--- config.mk ---
export PLATFORM = sky130hd
export DESIGN_NAME = rps_div
export DESIGN_NICKNAME = d
export VERILOG_FILES = /design/src/rtl/rps_pkg.sv /design/src/rtl/rps_div.sv
export SDC_FILE = /design/constraint.sdc
export NUM_CORES = 1
export LEC_CHECK = 0
export BUFFER_PORTS_ARGS = -buffer_cell sky130_fd_sc_hd__buf_2
export CORE_ASPECT_RATIO = 1.5
export CORE_UTILIZATION = 35
export DETAILED_ROUTE_END_ITERATION = 16
export GPL_ROUTABILITY_DRIVEN = 0
export GPL_TIMING_DRIVEN = 1
export SYNTH_ARGS = -nofsm -noshare
export SYNTH_HDL_FRONTEND = slang
export SYNTH_SLANG_ARGS = --single-unit
--- constraint.sdc ---
create_clock -name i_clk -period 3.3 [get_ports i_clk]
set_input_delay 0.33 -clock i_clk [delete_from_list [all_inputs] [get_ports i_clk]]
set_output_delay 0.33 -clock i_clk [all_outputs]
set_load 0.02 [all_outputs]
--- src/rtl/rps_pkg.sv ---
package rps_pkg;

    localparam int TABLES      = 2;
    localparam int MAX_RECTS   = 64;
    localparam int MAX_STEPS   = 256;
    localparam int QUEUE_DEPTH = 1024;

    localparam int COORD_W = 24;
    localparam int VP_W    = 23;
    localparam int GRID_W  = 1;
    localparam int OP_W    = 2;
    localparam int IDX_W   = (MAX_RECTS > 1) ? $clog2(MAX_RECTS) : 1;
    localparam int CNT_W   = $clog2(MAX_RECTS + 1);
    localparam int QAW     = (QUEUE_DEPTH > 1) ? $clog2(QUEUE_DEPTH) : 1;
    localparam int QCW     = $clog2(QUEUE_DEPTH + 1);
    localparam int BUD_W   = $clog2(MAX_STEPS + 1);
    localparam int DIV_N   = VP_W;
    localparam int DCNT_W  = $clog2(DIV_N + 1);

    localparam logic signed [COORD_W-1:0] MIN_BOTTOM = 24'sd1229;
    localparam logic [VP_W-1:0]           TOP_INSET  = 23'd2458;

    localparam int F_LEFT   = 0;
    localparam int F_RIGHT  = 1;
    localparam int F_TOP    = 2;
    localparam int F_BOTTOM = 3;

    localparam logic REG_VP_WIDTH  = 1'b0;
    localparam logic REG_VP_HEIGHT = 1'b1;

    typedef enum logic [OP_W-1:0] {
        OP_CLEAR   = 2'd0,
        OP_APPEND  = 2'd1,
        OP_RESOLVE = 2'd2
    } t_op;

    localparam logic [1:0] DIR_UP    = 2'd0;
    localparam logic [1:0] DIR_LEFT  = 2'd1;
    localparam logic [1:0] DIR_RIGHT = 2'd2;
    localparam logic [1:0] DIR_DOWN  = 2'd3;

    typedef struct packed {
        logic [COORD_W-1:0] top;
        logic [COORD_W-1:0] left;
        logic [COORD_W-1:0] bottom;
        logic [COORD_W-1:0] right;
    } t_box;

    typedef struct packed {
        logic               valid;
        logic               hit;
        logic [1:0]         dir;
        t_box               box;
        logic [COORD_W-1:0] coord;
    } t_probe;

    typedef struct packed {
        logic              en;
        logic [GRID_W-1:0] tbl;
        logic [IDX_W-1:0]  idx;
        t_box              box;
    } t_wr;

    function automatic logic [25:0] f_sx26(input logic [COORD_W-1:0] a);
        return {{2{a[COORD_W-1]}}, a};
    endfunction

    function automatic logic [COORD_W-1:0] f_sat(input logic signed [25:0] v);
        logic [COORD_W-1:0] res;
        if (v > 26'sd8388607) begin
            res = 24'h7fffff;
        end else if (v < -26'sd8388608) begin
            res = 24'h800000;
        end else begin
            res = v[COORD_W-1:0];
        end
        return res;
    endfunction

    function automatic logic [3:0] f_flags(input t_box x, input logic [VP_W-1:0] hext,
                                           input logic signed [24:0] vext);
        logic [3:0] f;
        f = '0;
        if ($signed(x.left) <= 0) f[F_LEFT] = 1'b1;
        if ($signed({x.right[COORD_W-1], x.right}) > $signed({2'b00, hext}))
            f[F_RIGHT] = 1'b1;
        if ($signed(x.bottom) < MIN_BOTTOM) f[F_BOTTOM] = 1'b1;
        if ($signed({x.top[COORD_W-1], x.top}) > vext) f[F_TOP] = 1'b1;
        return f;
    endfunction

    function automatic logic [3:0] f_cat(input logic [3:0] f);
        logic [3:0] c;
        if (f[F_LEFT]) begin
            if (f[F_TOP]) c = 4'd8;
            else if (f[F_BOTTOM]) c = 4'd6;
            else c = 4'd4;
        end else if (f[F_TOP]) begin
            c = f[F_RIGHT] ? 4'd7 : 4'd2;
        end else if (f[F_RIGHT]) begin
            c = f[F_BOTTOM] ? 4'd5 : 4'd3;
        end else begin
            c = f[F_BOTTOM] ? 4'd1 : 4'd0;
        end
        return c;
    endfunction

    // direction order per category, first try in the low bits
    function automatic logic [7:0] f_order(input logic [3:0] cat);
        logic [7:0] o;
        case (cat)
            4'd0:    o = {DIR_LEFT,  DIR_DOWN,  DIR_RIGHT, DIR_UP};
            4'd1:    o = {DIR_UP,    DIR_RIGHT, DIR_UP,    DIR_LEFT};
            4'd2:    o = {DIR_DOWN,  DIR_RIGHT, DIR_DOWN,  DIR_LEFT};
            4'd3:    o = {DIR_LEFT,  DIR_DOWN,  DIR_LEFT,  DIR_UP};
            4'd4:    o = {DIR_RIGHT, DIR_DOWN,  DIR_RIGHT, DIR_UP};
            4'd5:    o = {DIR_LEFT,  DIR_UP,    DIR_LEFT,  DIR_UP};
            4'd6:    o = {DIR_RIGHT, DIR_UP,    DIR_RIGHT, DIR_UP};
            4'd7:    o = {DIR_LEFT,  DIR_DOWN,  DIR_LEFT,  DIR_DOWN};
            4'd8:    o = {DIR_RIGHT, DIR_DOWN,  DIR_RIGHT, DIR_DOWN};
            default: o = '0;
        endcase
        return o;
    endfunction

    // apply the shift recorded by the cell chain
    function automatic t_box f_shift(input t_probe p);
        t_box o;
        o = p.box;
        if (p.hit) begin
            case (p.dir)
                DIR_UP: begin
                    o.top    = f_sat($signed(f_sx26(p.box.top) + f_sx26(p.coord)
                                             - f_sx26(p.box.bottom)));
                    o.bottom = p.coord;
                end
                DIR_LEFT: begin
                    o.left  = f_sat($signed(f_sx26(p.box.left) - f_sx26(p.box.right)
                                            + f_sx26(p.coord)));
                    o.right = p.coord;
                end
                DIR_RIGHT: begin
                    o.left  = p.coord;
                    o.right = f_sat($signed(f_sx26(p.box.right) + f_sx26(p.coord)
                                            - f_sx26(p.box.left)));
                end
                default: begin
                    o.top    = p.coord;
                    o.bottom = f_sat($signed(f_sx26(p.box.bottom) - f_sx26(p.box.top)
                                             + f_sx26(p.coord)));
                end
            endcase
        end
        return o;
    endfunction

endpackage

--- src/rtl/rps_div.sv ---
module rps_div (
    input  logic                     i_clk,
    input  logic                     i_rst_n,
    input  logic                     i_start,
    input  logic [rps_pkg::VP_W-1:0] i_dividend,
    input  logic [23:0]              i_divisor,
    output logic                     o_done,
    output logic [rps_pkg::VP_W-1:0] o_quot
);
    import rps_pkg::*;

    logic              r_busy;
    logic              r_done;
    logic [DCNT_W-1:0] r_cnt;
    logic [23:0]       r_rem;
    logic [VP_W-1:0]   r_q;
    logic [23:0]       r_d;
    logic [24:0]       trial;
    logic [24:0]       diff;

    always_comb begin
        trial = {r_rem, r_q[VP_W-1]};
        diff  = trial - {1'b0, r_d};
    end

    always_ff @(posedge i_clk) begin
        if (!i_rst_n) begin
            r_busy <= 1'b0;
            r_done <= 1'b0;
        end else begin
            r_done <= 1'b0;
            if (i_start) begin
                r_busy <= 1'b1;
                r_cnt  <= DCNT_W'(DIV_N);
                r_rem  <= '0;
                r_q    <= i_dividend;
                r_d    <= i_divisor;
            end else if (r_busy) begin
                if (!diff[24]) begin
                    r_rem <= diff[23:0];
                    r_q   <= {r_q[VP_W-2:0], 1'b1};
                end else begin
                    r_rem <= trial[23:0];
                    r_q   <= {r_q[VP_W-2:0], 1'b0};
                end
                r_cnt <= r_cnt - 1'b1;
                if (r_cnt == DCNT_W'(1)) begin
                    r_busy <= 1'b0;
                    r_done <= 1'b1;
                end
            end
        end
    end

    assign o_done = r_done;
    assign o_quot = r_q;

endmodule

==> impl_metrics.yaml <==
run_status:
  status: "finished, final reports clean"
place:
  dp_hpwl_mm: 7.38
  port_buffers: 73
setup_path:
  criticalPathCategory: "register to register"
  endpoint_kind: "register"
  crit_fanout: 17
  crit_required_ns: 3.37
  cp.arrival_ns: 3.05
  critical_path.startpoint_type: "register"
clock_tree:
  numCtsBuffers: 9
  ctsHoldBuffers: 0
  clkLatencyLatePin_ns: 0.34
  clock-sinks: 78
  clk_pin_slew_worst_paths_ns: 0.06
  clk_path_buf_depth: 2
  h-tree-depth: 3
  root_buffer: "clkbuf_16"
  post_cts_resized: 0
  cts_setup_buffers: 0
  cts_tree: "done"
sta:
  setup_viol: 0
  layout_min_cycle_time_ns: 2.97
  worst_pin_slew_ns: 0.839
  finClkSkew_ns: 0.0119
  fin_crit_sh: 0.901
  clock.fmax_mhz: 336
  finalHoldViolCount: 0
  grt_setup_unrepaired: "false"
  tns_ns: 0
  maxSlewViolCount: 0
  slew_headroom: 0.441
synth:
  synth_top_area_frac: 0.498
  avgSynthCellArea_um2: 11.5
  yosys-top-cells-area: "edfxtp_1 50%, ha_1 7.1%, mux2_2 5.4%, mux2i_1 2.8%, inv_1 2.5%"
  synth_area_leader_cell: "edfxtp_1"
  async_flop_share: 0
  ys_ff_latch: 78
  yosys.area_share.simple: 0.0991
  synth-edff-count: 76
  ys_types: 57
  ys_seq_area_frac: 0.507
  synth_commonest_cells: "76 x edfxtp_1, 31 x inv_1, 29 x nor2_1"
  synth_nets: 477
  synth-compound-area-share: 0.158
  synth_mux_area_frac: 0.0825
  synthAdderAreaFrac: 0.0754
  synthCells: 400
  synth_top_family_by_area: "compound AO/OA/AOI/OAI gates"
  yosys_most_used_dff: "edfxtp_1"
  yosysMostFrequentCell: "edfxtp_1"
  syn_area_mm2: 0.00458
  synthXorXnorAreaFrac: 0.0344
  yosys_warnings: 0
die:
  die_h_um: 142
  start_util: 0.363
  row_count: 50
  dieArea_mm2: 0.0136
  die_x_um: 95.4
  io_pins: 74
  core_mm2: 0.0126
power_and_ir_drop:
  power.density_mw_per_mm2: 574
  ir_drop_mv: 0.378
  p_total_mw: 3.10
  p_leak_nw: 2.24
global_routing:
  grt_start_max_net_pins: 44
  grt_usage: 0.165
  gr-total-overflow: 0
  antenna_found_initial: 0
  grt_pass1_vias: 3527
  grt_pass1_wl_mm: 17.0
min_path:
  hold_class: "input pin to register"
final_layout:
  syn2layout_area_growth_pct: 17.9
  nets: 553
  diodes: 0
  drive_above_1_share: 0.267
route:
  drt-total-wl_mm: 10.1
  vias: 3355
  routed_via_density: 5.28
  wl_per_cell_um: 16.0
  ant_nets: 0
  drtIter0Drc: 253
  drt-pass1-iter-count: 4
  drc_errors: 0
job:
  timing.max_cap.violations: 0
[registers in the layout, summed over array words and instances, names as in the netlist]
signal / flops
r_rem: 24
o_done: 1
r_cnt: 5
r_busy: 1
o_quot: 23
r_d: 24
[power by group]
group	total [mW]	leakage, nW	internal [mW]	switching (mW)
Clock	0.957	0.137	0.576	0.380
Sequential	1.25	0.740	1.21	0.0409
Combinational	0.898	1.36	0.381	0.517
Total	3.10	2.24	2.16	0.938
[metrics by stage]
step	setup slack [ns]	instance area (µm²)	cells	hold WS (ns)	util
CTS	0.229	5400	636	0.158	0.427
global placement	0.336	5120	621	0.421	0.405
finish	0.325	5400	636	0.164	0.428
global route	0.0830	5400	636	0.154	0.428
detailed placement	0.248	5120	621	0.431	0.405
floorplan	0.488	4580	400	0.415	-
[critical path: stages (launching register included)]
cell       delay [ns]
edfxtp_1         0.37
inv_1            0.06
ha_1             0.23
fa_1             0.41
nor2b_1          0.20
o2111ai_1        0.21
a211oi_2         0.34
o21ai_1          0.15
o2111ai_4        0.13
buf_4            0.32
mux2i_1          0.22
nor2_1           0.06
[layout by cell type, fill, tap and decap left out, types with 4 or more instances in the layout]
cell type and n:
edfxtp_1 76, buf_2 73, inv_1 31, nor2_1 29, nand2_1 28, ha_1 26
mux2_2 22, a21oi_1 22, mux2i_1 13, xor2_1 11, a21o_1 10, o21ai_0 10
clkbuf_16 9, o21a_1 8, buf_4 8, nor3_1 7, xnor2_1 7, a31oi_1 6
nand3_1 5, nor2b_1 5, o211ai_1 5, o22ai_1 5, a211oi_1 4, a211oi_2 4
nand2b_1 4
[metal layers]
layer / share of wire / GRT usage / wire [µm] / up-vias
li1: - / - / - / 1637
met4: 0.026 / 0.0699 / 265 / 0
met5: 0 / 0 / 0 / -
met3: 0.047 / 0.0369 / 473 / 17
met2: 0.52 / 0.286 / 5270 / 97
met1: 0.41 / 0.193 / 4140 / 1604
[cell families (layout without fill, tap and decap cells)]
group | after synthesis | count (layout)
AO/OA/AOI/OAI | 99 | 99
flip-flops | 78 | 78
adder cells (fa/ha/maj) | 27 | 27
AND/OR/NAND/NOR | 96 | 96
buffers and inverters | 47 | 127
multiplexers | 35 | 35
XOR/XNOR | 18 | 18
[final timing paths]
kind / start / endpoint / slack [ns] / depth (start not counted)
max reg2reg: o_quot[22] / r_rem[6] / 0.33 / 11
min: i_divisor[6] / r_d[6] / 0.16 / 1
max: o_quot[22] / r_rem[6] / 0.33 / 11
min reg2reg: r_busy / o_done / 0.43 / 2
[area by class of cell]
class | instances | area, µm²
Tap cell | 156 | 195
Multi-Input combinational cell | 275 | 2060
Clock buffer | 10 | 229
Timing Repair Buffer | 81 | 425
Fill cell | 1216 | 7230
Clock inverter | 5 | 51.3
Sequential cell | 78 | 2320
Inverter | 31 | 116
Power figures use the tool's default switching activity.
