**src/rtl/rps_pkg.sv**
```systemverilog
package rps_pkg;

    localparam int TABLES      = 2;
    localparam int MAX_RECTS   = 64;
    localparam int MAX_STEPS   = 256;
    localparam int QUEUE_DEPTH = 1024;

    localparam int COORD_W = 24;
    localparam int VP_W    = 23;
    localparam int GRID_W  = 1;
    localparam int OP_W    = 2;
    localparam int IDX_W   = (MAX_RECTS > 1) ? $clog2(MAX_RECTS) : 1;
    localparam int CNT_W   = $clog2(MAX_RECTS + 1);
    localparam int QAW     = (QUEUE_DEPTH > 1) ? $clog2(QUEUE_DEPTH) : 1;
    localparam int QCW     = $clog2(QUEUE_DEPTH + 1);
    localparam int BUD_W   = $clog2(MAX_STEPS + 1);
    localparam int DIV_N   = VP_W;
    localparam int DCNT_W  = $clog2(DIV_N + 1);

    localparam logic signed [COORD_W-1:0] MIN_BOTTOM = 24'sd1229;
    localparam logic [VP_W-1:0]           TOP_INSET  = 23'd2458;

    localparam int F_LEFT   = 0;
    localparam int F_RIGHT  = 1;
    localparam int F_TOP    = 2;
    localparam int F_BOTTOM = 3;

    localparam logic REG_VP_WIDTH  = 1'b0;
    localparam logic REG_VP_HEIGHT = 1'b1;

    typedef enum logic [OP_W-1:0] {
        OP_CLEAR   = 2'd0,
        OP_APPEND  = 2'd1,
        OP_RESOLVE = 2'd2
    } t_op;

    localparam logic [1:0] DIR_UP    = 2'd0;
    localparam logic [1:0] DIR_LEFT  = 2'd1;
    localparam logic [1:0] DIR_RIGHT = 2'd2;
    localparam logic [1:0] DIR_DOWN  = 2'd3;

    typedef struct packed {
        logic [COORD_W-1:0] top;
        logic [COORD_W-1:0] left;
        logic [COORD_W-1:0] bottom;
        logic [COORD_W-1:0] right;
    } t_box;

    typedef struct packed {
        logic               valid;
        logic               hit;
        logic [1:0]         dir;
        t_box               box;
        logic [COORD_W-1:0] coord;
    } t_probe;

    typedef struct packed {
        logic              en;
        logic [GRID_W-1:0] tbl;
        logic [IDX_W-1:0]  idx;
        t_box              box;
    } t_wr;

    function automatic logic [25:0] f_sx26(input logic [COORD_W-1:0] a);
        return {{2{a[COORD_W-1]}}, a};
    endfunction

    function automatic logic [COORD_W-1:0] f_sat(input logic signed [25:0] v);
        logic [COORD_W-1:0] res;
        if (v > 26'sd8388607) begin
            res = 24'h7fffff;
        end else if (v < -26'sd8388608) begin
            res = 24'h800000;
        end else begin
            res = v[COORD_W-1:0];
        end
        return res;
    endfunction

    function automatic logic [3:0] f_flags(input t_box x, input logic [VP_W-1:0] hext,
                                           input logic signed [24:0] vext);
        logic [3:0] f;
        f = '0;
        if ($signed(x.left) <= 0) f[F_LEFT] = 1'b1;
        if ($signed({x.right[COORD_W-1], x.right}) > $signed({2'b00, hext}))
            f[F_RIGHT] = 1'b1;
        if ($signed(x.bottom) < MIN_BOTTOM) f[F_BOTTOM] = 1'b1;
        if ($signed({x.top[COORD_W-1], x.top}) > vext) f[F_TOP] = 1'b1;
        return f;
    endfunction

    function automatic logic [3:0] f_cat(input logic [3:0] f);
        logic [3:0] c;
        if (f[F_LEFT]) begin
            if (f[F_TOP]) c = 4'd8;
            else if (f[F_BOTTOM]) c = 4'd6;
            else c = 4'd4;
        end else if (f[F_TOP]) begin
            c = f[F_RIGHT] ? 4'd7 : 4'd2;
        end else if (f[F_RIGHT]) begin
            c = f[F_BOTTOM] ? 4'd5 : 4'd3;
        end else begin
            c = f[F_BOTTOM] ? 4'd1 : 4'd0;
        end
        return c;
    endfunction

    // direction order per category, first try in the low bits
    function automatic logic [7:0] f_order(input logic [3:0] cat);
        logic [7:0] o;
        case (cat)
            4'd0:    o = {DIR_LEFT,  DIR_DOWN,  DIR_RIGHT, DIR_UP};
            4'd1:    o = {DIR_UP,    DIR_RIGHT, DIR_UP,    DIR_LEFT};
            4'd2:    o = {DIR_DOWN,  DIR_RIGHT, DIR_DOWN,  DIR_LEFT};
            4'd3:    o = {DIR_LEFT,  DIR_DOWN,  DIR_LEFT,  DIR_UP};
            4'd4:    o = {DIR_RIGHT, DIR_DOWN,  DIR_RIGHT, DIR_UP};
            4'd5:    o = {DIR_LEFT,  DIR_UP,    DIR_LEFT,  DIR_UP};
            4'd6:    o = {DIR_RIGHT, DIR_UP,    DIR_RIGHT, DIR_UP};
            4'd7:    o = {DIR_LEFT,  DIR_DOWN,  DIR_LEFT,  DIR_DOWN};
            4'd8:    o = {DIR_RIGHT, DIR_DOWN,  DIR_RIGHT, DIR_DOWN};
            default: o = '0;
        endcase
        return o;
    endfunction

    // apply the shift recorded by the cell chain
    function automatic t_box f_shift(input t_probe p);
        t_box o;
        o = p.box;
        if (p.hit) begin
            case (p.dir)
                DIR_UP: begin
                    o.top    = f_sat($signed(f_sx26(p.box.top) + f_sx26(p.coord)
                                             - f_sx26(p.box.bottom)));
                    o.bottom = p.coord;
                end
                DIR_LEFT: begin
                    o.left  = f_sat($signed(f_sx26(p.box.left) - f_sx26(p.box.right)
                                            + f_sx26(p.coord)));
                    o.right = p.coord;
                end
                DIR_RIGHT: begin
                    o.left  = p.coord;
                    o.right = f_sat($signed(f_sx26(p.box.right) + f_sx26(p.coord)
                                            - f_sx26(p.box.left)));
                end
                default: begin
                    o.top    = p.coord;
                    o.bottom = f_sat($signed(f_sx26(p.box.bottom) - f_sx26(p.box.top)
                                             + f_sx26(p.coord)));
                end
            endcase
        end
        return o;
    endfunction

endpackage

```
**src/rtl/rps_cell.sv**
```systemverilog
module rps_cell (
    input  logic                       i_clk,
    input  logic                       i_rst_n,
    input  logic [rps_pkg::IDX_W-1:0]  i_idx,
    input  rps_pkg::t_wr               i_wr,
    input  logic [rps_pkg::GRID_W-1:0] i_sel,
    input  logic [rps_pkg::CNT_W-1:0]  i_lim,
    input  rps_pkg::t_probe            i_probe,
    output rps_pkg::t_probe            o_probe
);
    import rps_pkg::*;

    t_box   r_obs [TABLES];
    t_probe r_probe;
    t_probe n_probe;
    t_box   k;
    logic   overlap;

    always_ff @(posedge i_clk) begin
        if (i_wr.en && i_wr.idx == i_idx) begin
            r_obs[i_wr.tbl] <= i_wr.box;
        end
    end

    always_comb begin
        k = r_obs[i_sel];
        overlap = ($signed(k.left) < $signed(i_probe.box.right)) &&
                  ($signed(k.right) > $signed(i_probe.box.left)) &&
                  ($signed(k.bottom) < $signed(i_probe.box.top)) &&
                  ($signed(k.top) > $signed(i_probe.box.bottom));
        n_probe = i_probe;
        if (i_probe.valid && !i_probe.hit && ({1'b0, i_idx} < {1'b0, i_lim}) && overlap) begin
            n_probe.hit = 1'b1;
            unique case (i_probe.dir)
                DIR_UP:    n_probe.coord = k.top;
                DIR_LEFT:  n_probe.coord = k.left;
                DIR_RIGHT: n_probe.coord = k.right;
                DIR_DOWN:  n_probe.coord = k.bottom;
            endcase
        end
    end

    always_ff @(posedge i_clk) begin
        if (!i_rst_n) begin
            r_probe.valid <= 1'b0;
        end else begin
            r_probe.valid <= n_probe.valid;
        end
        r_probe.hit   <= n_probe.hit;
        r_probe.dir   <= n_probe.dir;
        r_probe.box   <= n_probe.box;
        r_probe.coord <= n_probe.coord;
    end

    assign o_probe = r_probe;

endmodule

```
**config.mk**
```make
export PLATFORM = sky130hd
export DESIGN_NAME = rps_cell
export DESIGN_NICKNAME = d
export VERILOG_FILES = /design/src/rtl/rps_pkg.sv /design/src/rtl/rps_cell.sv
export SDC_FILE = /design/constraint.sdc
export NUM_CORES = 1
export LEC_CHECK = 0
export BUFFER_PORTS_ARGS = -buffer_cell sky130_fd_sc_hd__buf_2
export CORE_ASPECT_RATIO = 1.25
export CORE_MARGIN = 8
export CORE_UTILIZATION = 45
export DETAILED_ROUTE_END_ITERATION = 10
export MAX_ROUTING_LAYER = met4
export PLACE_DENSITY = 0.77
export SLEW_MARGIN = 20
export SYNTH_ARGS = -nofsm -noshare
export SYNTH_HDL_FRONTEND = slang
export SYNTH_SLANG_ARGS = --single-unit
```
**constraint.sdc**
```tcl
create_clock -name i_clk -period 9.2 [get_ports i_clk]
set_input_delay 0.92 -clock i_clk [delete_from_list [all_inputs] [get_ports i_clk]]
set_output_delay 0.92 -clock i_clk [all_outputs]
set_load 0.03 [all_outputs]
```
==> results of run 1 <==
## layout by cell type (no fill, tap or decap), types with 12 or more instances in the layout
| cell | netlist | routed |
|---|---|---|
| inv_1 | 101 | 101 |
| mux2_2 | 118 | 118 |
| ha_1 | 99 | 99 |
| edfxtp_1 | 192 | 192 |
| clkbuf_1 | 9 | 13 |
| diode_2 | 0 | 13 |
| dfxtp_1 | 124 | 124 |
| clkbuf_16 | 0 | 33 |
| a21oi_1 | 31 | 31 |
| buf_2 | 1 | 366 |
| nand2_1 | 24 | 24 |
| nor2_1 | 16 | 14 |
| o21ai_0 | 14 | 14 |
| nand4_1 | 14 | 14 |
| mux4_2 | 24 | 24 |
| a21o_1 | 12 | 12 |
## power by group through the flow
stage / clock network, mW / registers [mW] / logic [mW]
after floorplan: 0 / 1.64 / 0.121
after global placement: 0 / 1.57 / 0.315
after detailed placement: 0 / 1.57 / 0.323
after CTS: 1.21 / 1.54 / 0.326
after global routing: 1.27 / 1.55 / 0.349
final: 1.19 / 1.54 / 0.323
## flip-flops by register name, indices dropped and copies added, names as in the netlist
| name | count |
|---|---|
| r_obs | 192 |
| o_probe | 124 |
## worst register-to-register path: cells and delay by family, from the launching register on
kind                     cells  cell delay [ns]
AND/OR/NAND/NOR              4             1.92
multiplexers                 3             1.08
buffers and inverters        1             0.46
flip-flops                   1             0.36
AO/OA/AOI/OAI                2             0.36
adder cells (fa/ha/maj)      1             0.35
## logic make-up (layout without fill, tap and decap cells)
kind of cell	after synthesis	after routing	share of synthesized area, %
DFF	316	316	64.18
muxes	147	147	14.94
buffers and inverters	120	531	3.632
adders and majority gates	99	99	9.639
and+or+nand+nor	83	83	3.417
AOI/OAI and AO/OA	78	78	3.787
xor gates and xnor gates	6	6	0.4090
other	0	13	0
## cell type report
| type | count | share of cell area [%] |
|---|---|---|
| inverter | 101 | 2.354 |
| antenna | 13 | 0.2020 |
| clock buffer | 47 | 5.516 |
| sequential | 316 | 51.22 |
| timing repair buffer | 374 | 11.75 |
| clock inverter | 9 | 0.4273 |
| tap | 355 | 2.758 |
| multi-input combinational | 413 | 25.78 |
## synthesized netlist by cell type, types with 2 or more instances
master     count
mux2i_1        5
nand3_1        7
edfxtp_1     192
a211oi_1       6
nor2_1        16
o21ai_0       14
a21oi_1       31
a31oi_1        3
ha_1          99
mux2_2       118
mux4_2        24
and4_1         5
xnor2_1        3
inv_1        101
buf_6          2
nand4_1       14
o211ai_1       2
nor3_1         3
a2111oi_0      4
xor2_1         3
nor2b_1        5
clkbuf_1       9
a21o_1        12
o2111ai_1      2
nor4_1         2
buf_1          7
nand2_1       24
dfxtp_1      124
## worst max path at each step
stage / slack, ns / endpoint
floorplan: 3.04 / r_obs[0][0]
global placement: 3.09 / o_probe[6]
detailed placement: 2.97 / o_probe[4]
CTS: 3.55 / o_probe[18]
global route: 3.40 / o_probe[1]
finish: 3.72 / o_probe[21]
## routing by layer
layer	up-vias	global-route usage (%)	part of all wire, %
met5	-	-	0
met2	302	36.99	53
met4	0	8.144	2.9
met3	59	4.318	5.7
li1	3920	-	-
met1	4081	21.89	38
## metrics by stage
step | cells | utilization, % | hold WS [ns] | worst slack (ns)
finish | 1628 | 57.04 | 0.4673 | 3.720
global route | 1628 | 57.04 | 0.4398 | 3.404
CTS | 1615 | 56.93 | 0.4364 | 3.547
detailed placement | 1559 | 53.54 | 0.8375 | 2.974
global placement | 1559 | 53.54 | 0.8266 | 3.092
floorplan | 849 | - | 0.7798 | 3.041
==> results.ini, run 1 <==
[status]
outcome = finished, final reports clean

[sta]
setup_viol = 0
period_needed_ns = 5.480
grt_setup_unrepaired = false
finalHoldViolations = 0
worst_pin_slew_ns = 1.049
tns_ns = 0
relSlewSlack_pct = 28.29
finalMaxSlewViolations = 0
fin_crit_sh_pct = 59.56
skew_ns = 0.02201
fmax_ghz = 0.1825

[critical_path]
cp_top_family = buffers and inverters
end_kind = flop
reg2reg_from = r_obs[0][71]
required_ns = 9.63
crit_path_start_kind = input pin
reg2reg_to = o_probe[21]
startpoint = i_sel
rr_worst_depth = 11
cp_cell_sequence = buf_4, buf_4, mux2_2, ha_1, a21oi_1, nor2b_1, o21ai_0, a31oi_1, a2111oi_0, mux2_2, nor4_4, buf_4, mux2_2
crit_slowest_cell = a2111oi_0
critPathMaxStageDelay_ns = 0.75
crit_type = input pin to flop
reg2reg_setup_slack_ns = 4.55
critical_path_buf_inv_count = 3
path_depth = 13
crit_fanout = 51
arrival_ns = 5.91

[finish]
drive_gt1_share_pct = 44.76
nNetsFinal = 1579
final_area_um2 = 16100
register_area_um2 = 8248
fillCellCount = 2277
syn_to_final_growth_pct = 25.31
multi_input_area_um2 = 4151

[clock_network]
postCtsSetupBuffers = 0
clk_path_buf_depth = 3
cts_tree = done
cts.clk_slew.worst_paths_ns = 0.06
cts_buffers = 30
ctsHoldBuffers = 0
cts_max_level = 1
clk_latency_ns = 0.56
clock-root-buffer = clkbuf_16
cts.sinks = 316
post_cts_resized = 0

[synth]
synth-main-ff-cell = edfxtp_1
post_synth_num_cell_types = 40
yosysTopAreaCellShare_pct = 44.86
yosysWarnings = 0
netlist_area_um2 = 12850
synthArstFlopShare_pct = 0
syn_inst = 849
synth_edf_count = 192
ys_seq_area_share_pct = 64.18
synth.avg_cell_area_um2 = 15.14
yosysTopAreaCell = edfxtp_1
ys_seq_elements = 316
ys_top_cells_by_area = edfxtp_1 (45%), dfxtp_1 (19%), mux2_2 (10%), ha_1 (9.6%), mux4_2 (4.2%)
synth_fp_nets = 1192

[routing]
first_pass_iters = 5
wirelength_um = 35550
drtIter0Drc = 464
detail-route-antenna-nets = 0
routedWlPerCell_um = 21.84
dr_total_vias = 8362
vias_per_cell = 5.136
route.detailed.drc = 0

[flow_run]
cap_viol_max_count = 0

[grt]
grt_util_all_layers_pct = 20.55
grt_pass1_wl_um = 52190
grt_max_degree = 53
antenna_found_initial = 14
grt-ovfl-total = 0
grt_pass1_vias = 9208

[die]
core_area_um2 = 28230
initial_core_util_pct = 45.52
ios = 368
rows = 69
dieArea_um2 = 34260
die_w_um = 167.2
fp.dieH_um = 204.9

[power_and_ir_drop]
switching_share_pct = 23.54
power_switching_uw = 718.5
comb_power_share_pct = 10.6
leakage_nw = 6.995
p_clk_share_pct = 38.9
p_seq_share_pct = 50.6
intPower_mw = 2.334
irDropWorstVdd_mv = 0.1624
power_mw = 3.052
power_density_nw_per_um2 = 189.5

[placement]
gp_congestion = 0.8626
placed_cell_area_um2 = 15110
dp_hpwl_um = 27490
io_buffer_count = 367

[worst_hold_path]
holdPathStages = 1
hold_path_class = input pin to flop
hp-start = i_probe[83]
holdPathEnd = o_probe[83]

Note: power is estimated with default switching activity, not from simulation.
==> run 2: changes to the inputs <==
==> constraint.sdc (replaced) <==
create_clock -name i_clk -period 5.09 [get_ports i_clk]
set_input_delay 0.509 -clock i_clk [delete_from_list [all_inputs] [get_ports i_clk]]
set_output_delay 0.509 -clock i_clk [all_outputs]
set_load 0.03 [all_outputs]
==> results.ini, run 2 (same netlist as run 1, synthesis figures left out) <==
[finish]
layout_commonest_cell = buf_2  ; unchanged
drive_gt1_share_pct = 45.97  ; was 44.76%
nNetsFinal = 1597  ; was 1579
largest-register = r_obs  ; unchanged
mostFrequentLayoutCells = buf_2 (366), edfxtp_1 (192), dfxtp_1 (124)  ; unchanged
syn_to_final_growth_pct = 26.95  ; was 25.31%
instances_no_fill = 1643  ; was 1628
largest_reg_flops = 192  ; unchanged

[sta]
skew_ns = 0.02008  ; was 0.02201 ns
period_needed_ns = 4.320
fmax_ghz = 0.2315
finalMaxSlewViolations = 0  ; unchanged
worst_pin_slew_ns = 0.9849  ; was 1.049 ns
relSlewSlack_pct = 34.34  ; was 28.29%
fin_crit_sh_pct = 84.88
setup_viol = 0  ; unchanged
finalHoldViolations = 0  ; unchanged
grt_setup_unrepaired = false  ; unchanged
tns_ns = 0  ; unchanged

[clock_network]
cts_buffers = 31  ; was 30
ctsHoldBuffers = 0  ; unchanged
cts.sinks = 316  ; unchanged
post_cts_resized = 0  ; unchanged
cts_tree = done  ; unchanged
clock-root-buffer = clkbuf_16  ; unchanged
cts.clk_slew.worst_paths_ns = 0.06  ; about the same
postCtsSetupBuffers = 0  ; unchanged
cts_max_level = 1  ; unchanged
clk_path_buf_depth = 3  ; unchanged
clk_latency_ns = 0.57  ; was 0.56 ns

[routing]
first_pass_iters = 5  ; unchanged
detail-route-antenna-nets = 0  ; unchanged
route.detailed.drc = 0  ; unchanged
wirelength_um = 36320  ; was 35550 µm
dr_total_vias = 8438  ; was 8362
drtIter0Drc = 479  ; was 464
routedWlPerCell_um = 22.11  ; was 21.84 µm
vias_per_cell = 5.136  ; about the same

[die]
die_w_um = 167.2  ; unchanged
ios = 368  ; unchanged
fp.dieH_um = 204.9  ; unchanged
initial_core_util_pct = 45.52  ; unchanged
core_area_um2 = 28230  ; unchanged
rows = 69  ; unchanged
dieArea_um2 = 34260  ; unchanged

[grt]
grt_max_degree = 44  ; was 53
grt_pass1_vias = 9479  ; was 9208
grt_util_all_layers_pct = 21.14  ; was 20.55%
antenna_found_initial = 9  ; was 14
grt-ovfl-total = 0  ; unchanged
grt_pass1_wl_um = 53630  ; was 52190 µm

[power_and_ir_drop]
power_density_nw_per_um2 = 346.1  ; was 189.5 nW/µm²
p_seq_share_pct = 49.4  ; was 50.6%
switching_share_pct = 23.56  ; was 23.54%
comb_power_share_pct = 10.6  ; about the same
leakage_nw = 7.127  ; was 6.995 nW
p_clk_share_pct = 40.0  ; was 38.9%
intPower_mw = 4.316  ; was 2.334 mW
power_switching_mw = 1.331  ; was 718.5 µW
irDropWorstVdd_mv = 0.2764  ; was 0.1624 mV

[critical_path]
arrival_ns = 4.76  ; was 5.91 ns
crit_fanout = 17  ; was 51
cp_cell_sequence = buf_4, buf_12, buf_4, buf_4, mux2_2, ha_1, nand4_1, nor3_1, a211oi_1, o21ai_0, nand2_1, nand3_1, nor4_4, buf_4, mux2_2  ; was buf_4, buf_4, mux2_2, ha_1, a21oi_1, nor2b_1, o21ai_0, a31oi_1, a2111oi_0, mux2_2, nor4_4, buf_4, mux2_2
critPathMaxStageDelay_ns = 0.79  ; was 0.75 ns
critical_path_buf_inv_count = 5  ; was 3
end_kind = flop  ; unchanged
cp_top_family = simple AND/OR/NAND/NOR gates  ; was buffers and inverters
crit_path_start_kind = input pin  ; unchanged
crit_type = input pin to flop  ; unchanged
crit_path_frequent_cell = buf_4
crit_slowest_cell = nor4_4  ; was a2111oi_0
required_ns = 5.53  ; was 9.63 ns

[placement]
post-place-cells = 1576  ; was 1559
dp_hpwl_um = 28740  ; was 27490 µm
io_buffer_count = 367  ; unchanged
gp_congestion = 0.8648  ; was 0.8626

[worst_hold_path]
hold_path_class = input pin to flop  ; unchanged

[flow_run]
cap_viol_max_count = 0  ; unchanged

[status]
outcome = finished, final reports clean  ; unchanged

run 2: metrics by stage:
| stage | hold slack [ns] | setup slack [ns] | instance area [µm²] | power (mW) | util [%] |
|---|---|---|---|---|---|
| 2_1_floorplan | 0.5367 | -0.6584 | 12850 | 3.174 | - |
| 3_3_place_gp | 0.6264 | 0.08175 | 15270 | 3.431 | 54.08 |
| 3_5_place_dp | 0.6275 | 0.04285 | 15270 | 3.447 | 54.08 |
| 4_1_cts | 0.02647 | 0.6053 | 16290 | 5.704 | 57.71 |
| 5_1_grt | 0.02677 | 0.3995 | 16310 | 5.846 | 57.79 |
| 6_report | 0.05085 | 0.7698 | 16310 | 5.647 | 57.79 |
run 2: final cells by class:
| cell class | count | area (µm²) |
|---|---|---|
| Multi-Input combinational cell | 413 | 4151 |
| Clock buffer | 46 | 947.2 |
| Antenna cell | 9 | 22.52 |
| Clock inverter | 12 | 77.57 |
| Fill cell | 2224 | 11920 |
| Inverter | 101 | 379.1 |
| Sequential cell | 316 | 8248 |
| Tap cell | 355 | 444.2 |
| Timing Repair Buffer | 391 | 2044 |
run 2: metal layers:
| layer | vias to the layer above | wire [µm] | GRT usage (%) |
|---|---|---|---|
| li1 | 3966 | - | - |
| met5 | - | 0 | - |
| met4 | 0 | 951 | 7.985 |
| met1 | 4095 | 13220 | 21.68 |
| met3 | 51 | 2602 | 5.282 |
| met2 | 326 | 19550 | 38.60 |
run 2: power groups by stage:
stage	Combinational, mW	Sequential (mW)	Clock [mW]
4_1_cts	0.607	2.79	2.31
6_report	0.601	2.79	2.26
3_5_place_dp	0.603	2.84	0
3_3_place_gp	0.590	2.84	0
2_1_floorplan	0.218	2.96	0
5_1_grt	0.650	2.79	2.40
run 2: worst paths after layout:
| path | cells past startpoint | slack (ns) | to | from |
|---|---|---|---|---|
| worst min register to register | 3 | 0.85 | o_probe[8] | r_obs[0][56] |
| worst min-delay path | 1 | 0.05 | o_probe[99] | i_probe[99] |
| worst max register to register | 11 | 1.03 | o_probe[19] | r_obs[0][53] |
| worst max-delay path | 15 | 0.77 | o_probe[19] | i_sel |
